===== config.mk =====
export PLATFORM = sky130hd
export DESIGN_NAME = const_color_pixel_blend_unit_top
export DESIGN_NICKNAME = d
export VERILOG_FILES = /design/src/design/ccpb_pkg.sv /design/src/design/ccpb_cfg_regs.sv /design/src/design/ccpb_lane.sv /design/src/design/ccpb_datapath.sv /design/src/design/const_color_pixel_blend_unit_top.sv
export VERILOG_INCLUDE_DIRS = /design/src /design/src/design
export SDC_FILE = /design/constraint.sdc
export NUM_CORES = 2
export LEC_CHECK = 0
export BUFFER_PORTS_ARGS = -buffer_cell sky130_fd_sc_hd__buf_2
export CAP_MARGIN = 20
export CORE_ASPECT_RATIO = 1.5
export CORE_UTILIZATION = 50
export CTS_BUF_LIST = sky130_fd_sc_hd__clkbuf_4 sky130_fd_sc_hd__clkbuf_8
export DETAILED_ROUTE_END_ITERATION = 16
export GPL_TIMING_DRIVEN = 1
export PLACE_DENSITY = 0.75
export SYNTH_ARGS = -nofsm -noshare
export SYNTH_HDL_FRONTEND = slang
export SYNTH_SLANG_ARGS = --single-unit

===== constraint.sdc =====
create_clock -name clk -period 9.95 [get_ports clk]
set_input_delay 1.99 -clock clk [delete_from_list [all_inputs] [get_ports clk]]
set_output_delay 1.99 -clock clk [all_outputs]
set_load 0.03 [all_outputs]

===== src/design/const_color_pixel_blend_unit_top_assert.svh =====
// assertion macros for the constant color pixel blend unit
`ifndef CONST_COLOR_PIXEL_BLEND_UNIT_TOP_ASSERT_SVH
`define CONST_COLOR_PIXEL_BLEND_UNIT_TOP_ASSERT_SVH
`ifndef NO_ASSERTIONS
// same-cycle implication
`define CCPB_ASSERT_NOW(lbl, ante, cons) \
  lbl: assert property (@(posedge clk) disable iff (!rst_n) (ante) |-> (cons)) \
    else $error("ccpb assertion failed");
// next-cycle implication
`define CCPB_ASSERT_NEXT(lbl, ante, cons) \
  lbl: assert property (@(posedge clk) disable iff (!rst_n) (ante) |=> (cons)) \
    else $error("ccpb assertion failed");
`else
`define CCPB_ASSERT_NOW(lbl, ante, cons)
`define CCPB_ASSERT_NEXT(lbl, ante, cons)
`endif
`endif


===== src/design/ccpb_pkg.sv =====
// shared types, codes and a helper function for the pixel blend unit
package ccpb_pkg;

  localparam int unsigned PIX_W = 32;
  localparam int unsigned CFG_IDX_W = 2;

  localparam logic [2:0] MODE_FILL   = 3'd0;
  localparam logic [2:0] MODE_COLOR  = 3'd1;
  localparam logic [2:0] MODE_ALPHA  = 3'd2;
  localparam logic [2:0] MODE_BLEND  = 3'd3;
  localparam logic [2:0] MODE_PREMUL = 3'd4;
  localparam logic [2:0] MODE_MATTE  = 3'd5;

  localparam logic [CFG_IDX_W-1:0] REG_OP_MODE     = 2'd0;
  localparam logic [CFG_IDX_W-1:0] REG_CONST_COLOR = 2'd1;
  localparam logic [CFG_IDX_W-1:0] REG_OPACITY     = 2'd2;
  localparam logic [CFG_IDX_W-1:0] REG_ALPHA_FILL  = 2'd3;

  typedef struct packed {
    logic [2:0]       op_mode;
    logic [PIX_W-1:0] const_color;
    logic [7:0]       opacity;
    logic [7:0]       alpha_fill;
  } cfg_t;

  typedef struct packed {
    logic [7:0] blend;
    logic [7:0] premul;
    logic [7:0] matte;
  } lane_res_t;

  // d - (d*o)>>8 + src, clipped at 255; o is at most 256 so the subtract never wraps
  function automatic logic [7:0] premul_mix(logic [7:0] d, logic [8:0] o, logic [8:0] src);
    logic [16:0] dprod;
    logic [8:0]  dsub;
    logic [9:0]  sum;
    dprod = {9'd0, d} * {8'd0, o};
    dsub  = {1'b0, d} - dprod[16:8];
    sum   = {1'b0, dsub} + {1'b0, src};
    return (sum > 10'd255) ? 8'hff : sum[7:0];
  endfunction

endpackage


===== src/design/ccpb_cfg_regs.sv =====
// configuration register file
module ccpb_cfg_regs (
  input  logic                           clk,
  input  logic                           rst_n,
  input  logic                           cfg_we,
  input  logic [ccpb_pkg::CFG_IDX_W-1:0] cfg_index,
  input  logic [ccpb_pkg::PIX_W-1:0]     cfg_wdata,
  output ccpb_pkg::cfg_t                 cfg
);
  import ccpb_pkg::*;

  cfg_t cfg_r;

  always_ff @(posedge clk) begin
    if (!rst_n) begin
      cfg_r.op_mode     <= MODE_FILL;
      cfg_r.const_color <= '0;
      cfg_r.opacity     <= 8'hff;
      cfg_r.alpha_fill  <= 8'hff;
    end else if (cfg_we) begin
      unique case (cfg_index)
        REG_OP_MODE:     cfg_r.op_mode     <= cfg_wdata[2:0];
        REG_CONST_COLOR: cfg_r.const_color <= cfg_wdata;
        REG_OPACITY:     cfg_r.opacity     <= cfg_wdata[7:0];
        REG_ALPHA_FILL:  cfg_r.alpha_fill  <= cfg_wdata[7:0];
        default:         cfg_r.op_mode     <= cfg_r.op_mode;
      endcase
    end
  end

  assign cfg = cfg_r;

endmodule


===== src/design/ccpb_lane.sv =====
// one color channel: blend, premultiplied blend and matte results
module ccpb_lane (
  input  logic                  [7:0] d,
  input  logic                  [7:0] c,
  input  logic                  [7:0] opa,
  input  logic                  [8:0] o,
  input  logic                  [7:0] a,
  output ccpb_pkg::lane_res_t         res
);
  import ccpb_pkg::*;

  logic        [7:0]  inv;
  logic        [15:0] blend_sum;
  logic        [16:0] cprod;
  logic signed [8:0]  diff;
  logic signed [17:0] mprod;
  logic signed [9:0]  q;
  logic signed [10:0] mv;

  always_comb begin
    inv       = 8'd255 - opa;
    // max 255*255, fits 16 bits
    blend_sum = ({8'd0, d} * {8'd0, inv}) + ({8'd0, c} * {8'd0, opa});
    res.blend = blend_sum[15:8];

    cprod      = {9'd0, c} * {8'd0, o};
    res.premul = premul_mix(d, o, cprod[16:8]);

    // dropping the low byte of a two's complement product floors it
    diff  = $signed({1'b0, d}) - $signed({1'b0, c});
    mprod = diff * $signed({1'b0, a});
    q     = mprod[17:8];
    mv    = $signed({3'b000, c}) + $signed({q[9], q});
    if (mv[10]) begin
      res.matte = 8'h00;
    end else if (mv > 11'sd255) begin
      res.matte = 8'hff;
    end else begin
      res.matte = mv[7:0];
    end
  end

endmodule


===== src/design/ccpb_datapath.sv =====
// per-pixel datapath: three color lanes, alpha lane and mode select
module ccpb_datapath (
  input  logic [ccpb_pkg::PIX_W-1:0] pix,
  input  ccpb_pkg::cfg_t             cfg,
  output logic [ccpb_pkg::PIX_W-1:0] result
);
  import ccpb_pkg::*;

  logic [8:0]  o;
  logic [7:0]  alpha_premul;
  lane_res_t   lres [3];
  logic [23:0] blend_rgb;
  logic [23:0] premul_rgb;
  logic [23:0] matte_rgb;

  assign o = {1'b0, cfg.opacity} + {8'd0, cfg.opacity[7]};

  for (genvar k = 0; k < 3; k++) begin : g_lane
    ccpb_lane u_lane (
      .d   (pix[8*k +: 8]),
      .c   (cfg.const_color[8*k +: 8]),
      .opa (cfg.opacity),
      .o   (o),
      .a   (pix[31:24]),
      .res (lres[k])
    );
    assign blend_rgb[8*k +: 8]  = lres[k].blend;
    assign premul_rgb[8*k +: 8] = lres[k].premul;
    assign matte_rgb[8*k +: 8]  = lres[k].matte;
  end

  // alpha lane adds the opacity itself
  assign alpha_premul = premul_mix(pix[31:24], o, {1'b0, cfg.opacity});

  always_comb begin
    unique case (cfg.op_mode)
      MODE_FILL:   result = cfg.const_color;
      MODE_COLOR:  result = {pix[31:24], cfg.const_color[23:0]};
      MODE_ALPHA:  result = {cfg.alpha_fill, pix[23:0]};
      MODE_BLEND:  result = {pix[31:24], blend_rgb};
      MODE_PREMUL: result = {alpha_premul, premul_rgb};
      MODE_MATTE:  result = {8'hff, matte_rgb};
      default:     result = pix;
    endcase
  end

endmodule


===== src/design/const_color_pixel_blend_unit_top.sv =====
// top level of the constant color pixel blend unit
//
// Takes one ARGB8888 pixel per beat on the in_ channel and returns one result
// pixel per beat on the out_ channel, with the span end mark carried along.
// The operation (fill, color replace, alpha replace, blend, premultiplied
// blend, matte) and its constant color, opacity and alpha byte come from
// registers written through the cfg_ port; write them only while no pixel is
// in flight.
// Throughput is one pixel per clock while out_ready stays high: an input register
// feeds the per-lane multiply and select logic, which loads the output register.
// When the receiver holds out_ready low the output register keeps its pixel,
// the input register fills behind it, and in_ready drops only once both hold
// a pixel.
// Reset (rst_n low, synchronous) empties both stages and loads the registers
// with fill mode, color 0, opacity 255 and alpha byte 255.
`include "const_color_pixel_blend_unit_top_assert.svh"
module const_color_pixel_blend_unit_top (
  input  logic                           clk,
  input  logic                           rst_n,
  input  logic                           cfg_we,
  input  logic [ccpb_pkg::CFG_IDX_W-1:0] cfg_index,
  input  logic [ccpb_pkg::PIX_W-1:0]     cfg_wdata,
  input  logic                           in_valid,
  output logic                           in_ready,
  input  logic [ccpb_pkg::PIX_W-1:0]     in_pixel_in,
  input  logic                           in_span_end,
  output logic                           out_valid,
  input  logic                           out_ready,
  output logic [ccpb_pkg::PIX_W-1:0]     out_pixel_out,
  output logic                           out_span_end_out
);
  import ccpb_pkg::*;

  cfg_t             cfg;
  logic             s1_valid_r, s1_valid_nxt;
  logic [PIX_W-1:0] s1_pix_r;
  logic             s1_end_r;
  logic             out_valid_r, out_valid_nxt;
  logic [PIX_W-1:0] out_pix_r;
  logic             out_end_r;
  logic [PIX_W-1:0] result;
  logic             in_fire;
  logic             s1_adv;

  ccpb_cfg_regs u_cfg (
    .clk       (clk),
    .rst_n     (rst_n),
    .cfg_we    (cfg_we),
    .cfg_index (cfg_index),
    .cfg_wdata (cfg_wdata),
    .cfg       (cfg)
  );

  ccpb_datapath u_dp (
    .pix    (s1_pix_r),
    .cfg    (cfg),
    .result (result)
  );

  always_comb begin
    s1_adv        = s1_valid_r && (!out_valid_r || out_ready);
    in_ready      = !s1_valid_r || s1_adv;
    in_fire       = in_valid && in_ready;
    s1_valid_nxt  = in_fire || (s1_valid_r && !s1_adv);
    out_valid_nxt = s1_adv || (out_valid_r && !out_ready);
  end

  always_ff @(posedge clk) begin
    if (!rst_n) begin
      s1_valid_r  <= 1'b0;
      out_valid_r <= 1'b0;
    end else begin
      s1_valid_r  <= s1_valid_nxt;
      out_valid_r <= out_valid_nxt;
    end
  end

  always_ff @(posedge clk) begin
    if (in_fire) begin
      s1_pix_r <= in_pixel_in;
      s1_end_r <= in_span_end;
    end
    if (s1_adv) begin
      out_pix_r <= result;
      out_end_r <= s1_end_r;
    end
  end

  assign out_valid        = out_valid_r;
  assign out_pixel_out    = out_pix_r;
  assign out_span_end_out = out_end_r;

  `CCPB_ASSERT_NOW(a_empty_stage_ready, !s1_valid_r, in_ready)
  `CCPB_ASSERT_NEXT(a_accept_fills_stage, in_valid && in_ready, s1_valid_r)
  `CCPB_ASSERT_NEXT(a_stage_moves_to_free_out, s1_valid_r && !out_valid_r, out_valid_r)
  `CCPB_ASSERT_NEXT(a_fill_gives_color, s1_adv && (cfg.op_mode == MODE_FILL),
                    out_pixel_out == $past(cfg.const_color))

endmodule


Yosys cells after proc, flatten, opt, wreduce, memory -nomap -nowiden:

Cells that the tools add are included.

* word-level logic and storage cells: 89
* input port bits: 72
* output and inout port bits: 35
* bits in registers: 119

* mux-type cells: 11
* add/subtract/negate cells: 19
* equal/unequal tests: 8
* reduce and logical (&&, ||, !) cells: 18
* multiply operators: 16
* $lt $le $gt $ge: 7

Operators with widths (number)
* $pmux 32 s6: 1
* $mul 8x9->17: 7
* $mul 8x8->16: 6
* $mux 8: 10
* $mul 9x9->18: 3
* $add 16x16->16: 3
* $gt 10x8->1 const B: 4
* $sub 8x9->9: 4
* $add 9x10->11: 3
* $gt 11x9->1 const B: 3
* $add 9x9->10: 3
* $sub 8x8->9: 3
* $add 9x8->10: 1
* $add 8x1->9: 1
* $reduce_and 2->1: 4
* $sub 8x8->8 const A: 1
* $eq 3x2->1 const B: 2
* $eq 3x3->1 const B: 2
* $eq 2x2->1 const B: 2
* $logic_and 1x1->1: 4
* $logic_not 1->1: 4
* $logic_or 1x1->1: 4
* $eq 3x1->1 const B: 1
* $logic_not 3->1: 1
* other kinds (2): 2

Longest topological paths before layout:

* depth after elaboration: 7
* depth in mapped cells: 40
* mapped depth without buffers: 39

Modules after synthesis:

From an unflattened synthesis, not the netlist that was laid out.

* cell total of the unflattened synthesis: 5095
* area, all modules: 45239.6 um^2

By module, submodules not included
* ccpb_lane (u_dp.g_lane[1].u_lane): instances 1, seq. area each 0.0 um^2, cells an instance 1433, area each 12410.7 um^2
* ccpb_lane (u_dp.g_lane[0].u_lane): instances 1, seq. area each 0.0 um^2, cells an instance 1442, area each 12399.4 um^2
* ccpb_lane (u_dp.g_lane[2].u_lane): instances 1, seq. area each 0.0 um^2, cells an instance 1408, area each 12194.2 um^2
* ccpb_datapath: instances 1, seq. area each 0.0 um^2, cells an instance 525, area each 4092.7 um^2
* const_color_pixel_blend_unit_top: instances 1, seq. area each 2021.9 um^2, cells an instance 75, area each 2085.8 um^2
* ccpb_cfg_regs: instances 1, seq. area each 1021.0 um^2, cells an instance 212, area each 2057.0 um^2

Least setup slack after synthesis:

OpenSTA, ideal clock, no wires.

* path type: reg-to-reg
* start point: register s1_pix_r[9]
* end point: register out_pix_r[15], in the netlist out_pixel_out[15], data pin
* cell stages (with the launch flop): 37
* setup time: 256 ps
* path buffers: 2
* period minus slack after synthesis: 8584 ps
* required time: 9694 ps
* arrival: 8328 ps
* path slack: 1366 ps
* cells stage by stage: edfxtp_1 > inv_1 > clkbuf_1 > fa_1 > nor2b_1 > o21ai_0 > nand2b_1 > a21o_1 > a21o_1 > a21o_1 > a21oi_1 > clkbuf_1 > nand2_1 > fa_1 > fa_1 > inv_1 > fa_1 > inv_1 > fa_1 > inv_1 > ha_1 > and2_1 > a22oi_1 > nand2_1 > or4_1 > a211oi_1 > nor2_1 > ha_1 > nand2_1 > nor4_1 > o211a_1 > a21oi_1 > o21bai_1 > a31oi_1 > o31ai_1 > a21oi_1 > o22a_1

* word-level cells in the longest chain between the ends: 7
* elaborated cells between the ends (all ways): 14
* those cells by class: add/sub: 5; mul: 3; order compare: 2; mux: 4

Ends and longest elaborated chain
* start: declaration: line const_color_pixel_blend_unit_top.sv:36 `logic [PIX_W-1:0] s1_pix_r;`
* start signal: assignment: line const_color_pixel_blend_unit_top.sv:80 `s1_pix_r <= in_pixel_in;`
* $sub 8x8->9: line ccpb_lane.sv:30 `diff = $signed({1'b0, d}) - $signed({1'b0, c});`
* $mul 9x9->18: line ccpb_lane.sv:31 `mprod = diff * $signed({1'b0, a});`
* $add 9x10->11: line ccpb_lane.sv:33 `mv = $signed({3'b000, c}) + $signed({q[9], q});`
* $gt 11x9->1: line ccpb_lane.sv:36 `end else if (mv > 11'sd255) begin`
* $mux 8: line ccpb_lane.sv:36
* $mux 8: line ccpb_lane.sv:34 `if (mv[10]) begin`
* $pmux 32 s6 (*): line ccpb_datapath.sv:36 `unique case (cfg.op_mode)`
* net result[15]: line const_color_pixel_blend_unit_top.sv:41 `logic [PIX_W-1:0] result;`
* end signal: assignment: line const_color_pixel_blend_unit_top.sv:84 `out_pix_r <= result;`
* end: declaration: line const_color_pixel_blend_unit_top.sv:39 `logic [PIX_W-1:0] out_pix_r;`

The timed path passes the listed nets; every way through them passes the cells marked *.
A chain may end at the register's enable or synchronous reset.

Final worst setup path:

* start point: register u_cfg.cfg_r, in the netlist u_cfg.cfg[34]
* end point: register out_pix_r[22], in the netlist out_pixel_out[22], data pin

* word-level cells in the longest chain between the ends: 7
* elaborated cells between the ends (all ways): 13
* those cells by class: add/sub: 4; mul: 3; order compare: 2; mux: 4

Ends and longest elaborated chain
* start: declaration: line ccpb_cfg_regs.sv:12 `cfg_t cfg_r;`
* $sub 8x8->9: line ccpb_lane.sv:30
* $mul 9x9->18: line ccpb_lane.sv:31
* $add 9x10->11: line ccpb_lane.sv:33
* $gt 11x9->1: line ccpb_lane.sv:36
* $mux 8: line ccpb_lane.sv:36
* $mux 8: line ccpb_lane.sv:34
* $pmux 32 s6 (*): line ccpb_datapath.sv:36
* net result[22]: line const_color_pixel_blend_unit_top.sv:41

Marks and branches as above.

==> metrics.txt <==
# TYPE chip_impl_metric gauge
chip_impl_metric{name="initial_utilization",unit=""} 0.506
chip_impl_metric{name="detailedRoute.firstPassIterationCount",unit=""} 8
chip_impl_metric{name="area_growth_syn_to_layout",unit="%"} 5.79
chip_impl_info{name="cts.root.buffer_cell",value="sky130_fd_sc_hd__clkbuf_8"} 1
chip_impl_metric{name="globalRouteOverflowTotal",unit=""} 0
chip_impl_metric{name="synth_enable_flop_cells",unit=""} 66
chip_impl_info{name="critPathSlowestCell",value="sky130_fd_sc_hd__fa_1"} 1
chip_impl_metric{name="drt.antenna.violating_nets",unit=""} 0
chip_impl_metric{name="finalWorstSetupSlack",unit="ns"} 0.826
chip_impl_metric{name="maxCapViolCount",unit=""} 0
chip_impl_metric{name="ctsHoldBuffers",unit=""} 0
chip_impl_metric{name="setup-tns-final",unit="ns"} 0
chip_impl_metric{name="yosysWarnings",unit=""} 0
chip_impl_metric{name="worstMarginPinSlew",unit="ns"} 1.12
chip_impl_metric{name="cts_max_path_buffers",unit=""} 2
chip_impl_metric{name="power_per_cell_area",unit="mW/mm^2"} 351
chip_impl_info{name="clock_tree_from_tritoncts",value="built"} 1
chip_impl_info{name="main_combinational_cell_family_by_area_after_synthesis",value="adder cells"} 1
chip_impl_metric{name="grt.total_usage",unit=""} 0.291
chip_impl_metric{name="finalSetupViolations",unit=""} 0
chip_impl_metric{name="cts_setup_buffers",unit=""} 0
chip_impl_metric{name="post_synth_num_cell_types",unit=""} 87
chip_impl_metric{name="max_freq",unit="MHz"} 110
chip_impl_metric{name="synth.cell_area",unit="sq mm"} 0.0446
chip_impl_metric{name="post_route_cells_drive_above_1_share",unit=""} 0.0598
chip_impl_metric{name="clock-sinks",unit=""} 119
chip_impl_metric{name="crit_arrival",unit="ns"} 9.45
chip_impl_metric{name="antenna_violations_before_repair",unit=""} 6
chip_impl_metric{name="synth_fa_ha_area_frac",unit=""} 0.520
chip_impl_metric{name="synthXorXnorAreaFrac",unit=""} 0.0385
chip_impl_metric{name="slowest_delay",unit="ns"} 0.68
chip_impl_metric{name="dieHeight",unit="microns"} 368
chip_impl_metric{name="clkLatencyLatePin",unit="ns"} 0.61
chip_impl_info{name="ys_dominant_reg_cell",value="sky130_fd_sc_hd__edfxtp_1"} 1
chip_impl_metric{name="final.hold.worst_slack",unit="ns"} 0.433
chip_impl_info{name="worstHoldPathType",value="reg -> reg"} 1
chip_impl_metric{name="die-width",unit="microns"} 246
chip_impl_metric{name="timing.clock.skew",unit="ns"} 0.0294
chip_impl_metric{name="cts_resized",unit=""} 0
chip_impl_metric{name="mappedNetlistNets",unit=""} 6602
chip_impl_metric{name="async_s_r_ff_share_synth",unit=""} 0
chip_impl_metric{name="final-max-slew-violation-count",unit=""} 0
chip_impl_metric{name="grt_first_pass_wirelength",unit="microns"} 202000
chip_impl_metric{name="total_leakage_power",unit="nW"} 23.8
chip_impl_metric{name="cp_max_fo",unit=""} 17
chip_impl_info{name="cpLargestDelayFamily",value="adder cells"} 1
chip_impl_metric{name="tritoncts.num_buffers",unit=""} 17
chip_impl_metric{name="floorplan.io_pins",unit=""} 107
chip_impl_metric{name="final_net_count",unit=""} 6616
chip_impl_metric{name="core-area",unit="sq mm"} 0.0880
chip_impl_metric{name="postSynthRegisterBits",unit=""} 119
chip_impl_info{name="run_status",value="complete, no violations"} 1
chip_impl_metric{name="first_iter_violations",unit=""} 2339
chip_impl_metric{name="num_vias",unit=""} 35700
chip_impl_info{name="rsz0062_at_grt",value="false"} 1
chip_impl_metric{name="grt_max_degree",unit=""} 54
chip_impl_metric{name="routabilityCongestion",unit=""} 0.952
chip_impl_metric{name="detail_route.wl_per_cell",unit="microns"} 19.9
chip_impl_metric{name="dp.final_hpwl",unit="microns"} 98100
chip_impl_metric{name="seq_total_area_yosys",unit=""} 0.0683
chip_impl_metric{name="crit_required",unit="ns"} 10.28
chip_impl_metric{name="die_area",unit="sq mm"} 0.0903
chip_impl_metric{name="syn-instance-count",unit=""} 5136
chip_impl_metric{name="port_buffers",unit=""} 106
chip_impl_info{name="worst_setup_path_start_kind",value="flip-flop"} 1
chip_impl_metric{name="cts_htree_levels",unit=""} 4
chip_impl_info{name="setup.worst_path.end_class",value="flip-flop"} 1
chip_impl_info{name="path_class",value="reg -> reg"} 1
chip_impl_metric{name="drc",unit=""} 0
chip_impl_metric{name="vdd_ir_drop_max",unit="V"} 0.000479
chip_impl_metric{name="pre_cts_ws",unit="ns"} 0.947
chip_impl_metric{name="clk_pin_slew",unit="ns"} 0.09
chip_impl_metric{name="relSlewSlack",unit=""} 0.252
chip_impl_metric{name="layout_min_cycle_time",unit="ns"} 9.12
chip_impl_metric{name="finalHoldViolCount",unit=""} 0
chip_impl_metric{name="core.rowCount",unit=""} 133
chip_impl_metric{name="route.final.wire_length",unit="microns"} 125000
chip_impl_metric{name="route.detailed.vias_per_inst",unit=""} 5.65
chip_impl_metric{name="min_period_over_period",unit=""} 0.917
chip_impl_metric{name="syn_area_per_cell",unit="sq um"} 8.68
chip_impl_metric{name="synth_compound_gate_area_share",unit=""} 0.0883
chip_impl_metric{name="synth.area.mux_share",unit=""} 0.000955
chip_impl_metric{name="grt_pass1_vias",unit=""} 38000
chip_impl_metric{name="path_buf_inv",unit=""} 5
chip_impl_metric{name="synth_simple_gate_area_frac",unit=""} 0.186
==> final timing paths <==
check	depth (start not counted)	slack (ns)	start	end
worst min register to register	0	0.43	s1_end_r	out_span_end_out
worst min-delay path	0	0.43	s1_end_r	out_span_end_out
worst max-delay path	36	0.83	u_cfg.cfg[34]	out_pixel_out[22]
worst max register to register	36	0.83	u_cfg.cfg[34]	out_pixel_out[22]
==> placed cells by master, fill, tap and decap left out, types with 16 or more instances in the layout <==
cell type,Yosys,routed
sky130_fd_sc_hd__o211ai_1,16,16
sky130_fd_sc_hd__o21ai_0,124,124
sky130_fd_sc_hd__nor3_1,63,63
sky130_fd_sc_hd__a211oi_1,20,20
sky130_fd_sc_hd__or3_1,17,17
sky130_fd_sc_hd__a21o_1,51,51
sky130_fd_sc_hd__a21oi_1,166,166
sky130_fd_sc_hd__a21boi_0,42,42
sky130_fd_sc_hd__xnor2_1,138,133
sky130_fd_sc_hd__dfxtp_1,53,46
sky130_fd_sc_hd__ha_1,631,631
sky130_fd_sc_hd__buf_4,0,114
sky130_fd_sc_hd__a31oi_1,16,16
sky130_fd_sc_hd__o21a_1,30,30
sky130_fd_sc_hd__edfxtp_1,66,66
sky130_fd_sc_hd__fa_1,763,763
sky130_fd_sc_hd__o22ai_1,25,25
sky130_fd_sc_hd__and2_1,439,438
sky130_fd_sc_hd__buf_2,0,106
sky130_fd_sc_hd__nor2b_1,99,98
sky130_fd_sc_hd__o21bai_1,20,20
sky130_fd_sc_hd__xor2_1,58,52
sky130_fd_sc_hd__nand3_1,42,42
sky130_fd_sc_hd__nor2_1,289,288
sky130_fd_sc_hd__nand2_1,498,498
sky130_fd_sc_hd__clkbuf_8,0,17
sky130_fd_sc_hd__nand2b_1,129,129
sky130_fd_sc_hd__inv_1,939,939
sky130_fd_sc_hd__and3_1,20,19
==> synthesized netlist by cell type (16+ instances only) <==
master | n | area [sq um]
sky130_fd_sc_hd__inv_1 | 939 | 3520
sky130_fd_sc_hd__fa_1 | 763 | 15300
sky130_fd_sc_hd__ha_1 | 631 | 7900
sky130_fd_sc_hd__nand2_1 | 498 | 1870
sky130_fd_sc_hd__and2_1 | 439 | 2750
sky130_fd_sc_hd__nor2_1 | 289 | 1080
sky130_fd_sc_hd__clkbuf_1 | 222 | 833
sky130_fd_sc_hd__a21oi_1 | 166 | 831
sky130_fd_sc_hd__xnor2_1 | 138 | 1210
sky130_fd_sc_hd__nand2b_1 | 129 | 807
sky130_fd_sc_hd__o21ai_0 | 124 | 621
sky130_fd_sc_hd__nor2b_1 | 99 | 619
sky130_fd_sc_hd__edfxtp_1 | 66 | 1980
sky130_fd_sc_hd__nor3_1 | 63 | 315
sky130_fd_sc_hd__xor2_1 | 58 | 508
sky130_fd_sc_hd__dfxtp_1 | 53 | 1060
sky130_fd_sc_hd__a21o_1 | 51 | 383
sky130_fd_sc_hd__a21boi_0 | 42 | 315
sky130_fd_sc_hd__nand3_1 | 42 | 210
sky130_fd_sc_hd__o21a_1 | 30 | 225
sky130_fd_sc_hd__o22ai_1 | 25 | 156
sky130_fd_sc_hd__a211oi_1 | 20 | 150
sky130_fd_sc_hd__and3_1 | 20 | 125
sky130_fd_sc_hd__o21bai_1 | 20 | 150
sky130_fd_sc_hd__or3_1 | 17 | 106
sky130_fd_sc_hd__a31oi_1 | 16 | 100
sky130_fd_sc_hd__o211ai_1 | 16 | 120
==> stage by stage <==
| stage | util | power, mW | instances | area [sq um] |
|---|---|---|---|---|
| 3_3_place_gp | 0.530 | 15.4 | 6277 | 46700 |
| 5_1_grt | 0.535 | 18.4 | 6311 | 47100 |
| 3_5_place_dp | 0.530 | 15.7 | 6277 | 46700 |
| 2_1_floorplan | - | 12.2 | 5136 | 44600 |
| 6_report | 0.535 | 16.5 | 6315 | 47100 |
| 4_1_cts | 0.535 | 16.4 | 6309 | 47100 |
==> report_power, final <==
group          leakage, nW  internal, mW  switching [mW]
Combinational         22.5          6.52            8.83
Clock                0.219         0.258           0.299
Sequential            1.07         0.589          0.0476
==> state kept, by name, summed over array words and instances (netlist names) <==
| signal | flops |
|---|---|
| out_pixel_out | 32 |
| out_span_end_out | 1 |
| out_valid | 1 |
| s1_end_r | 1 |
| s1_pix_r | 32 |
| s1_valid_r | 1 |
| u_cfg.cfg | 51 |
==> layout make-up <==
cell class,count,area (sq um)
antenna,5,12.5
clock buffer,17,234
clock inverter,15,201
fill,7954,40900
inverter,942,3540
multi-input combinational,3849,37300
sequential,119,3050
tap,1147,1440
timing repair buffer,221,1410
==> cell families (layout without fill, tap and decap cells) <==
logic type / after synthesis / in the layout
simple gates: 1650 / 1650
xor+xnor: 196 / 196
other cells: 0 / 5
mux: 4 / 4
flops: 119 / 119
fa+ha+maj: 1394 / 1394
buf+inv: 1168 / 1195
compound gates: 605 / 605
==> routing by layer <==
metal / share of wire / GRT usage / up-vias
li1: - / - / 16000
met1: 0.37 / 0.339 / 17800
met2: 0.48 / 0.489 / 1455
met3: 0.081 / 0.0544 / 418
met4: 0.070 / 0.184 / 2
met5: 0.000088 / 0 / -
Power figures use the tool's default switching activity.
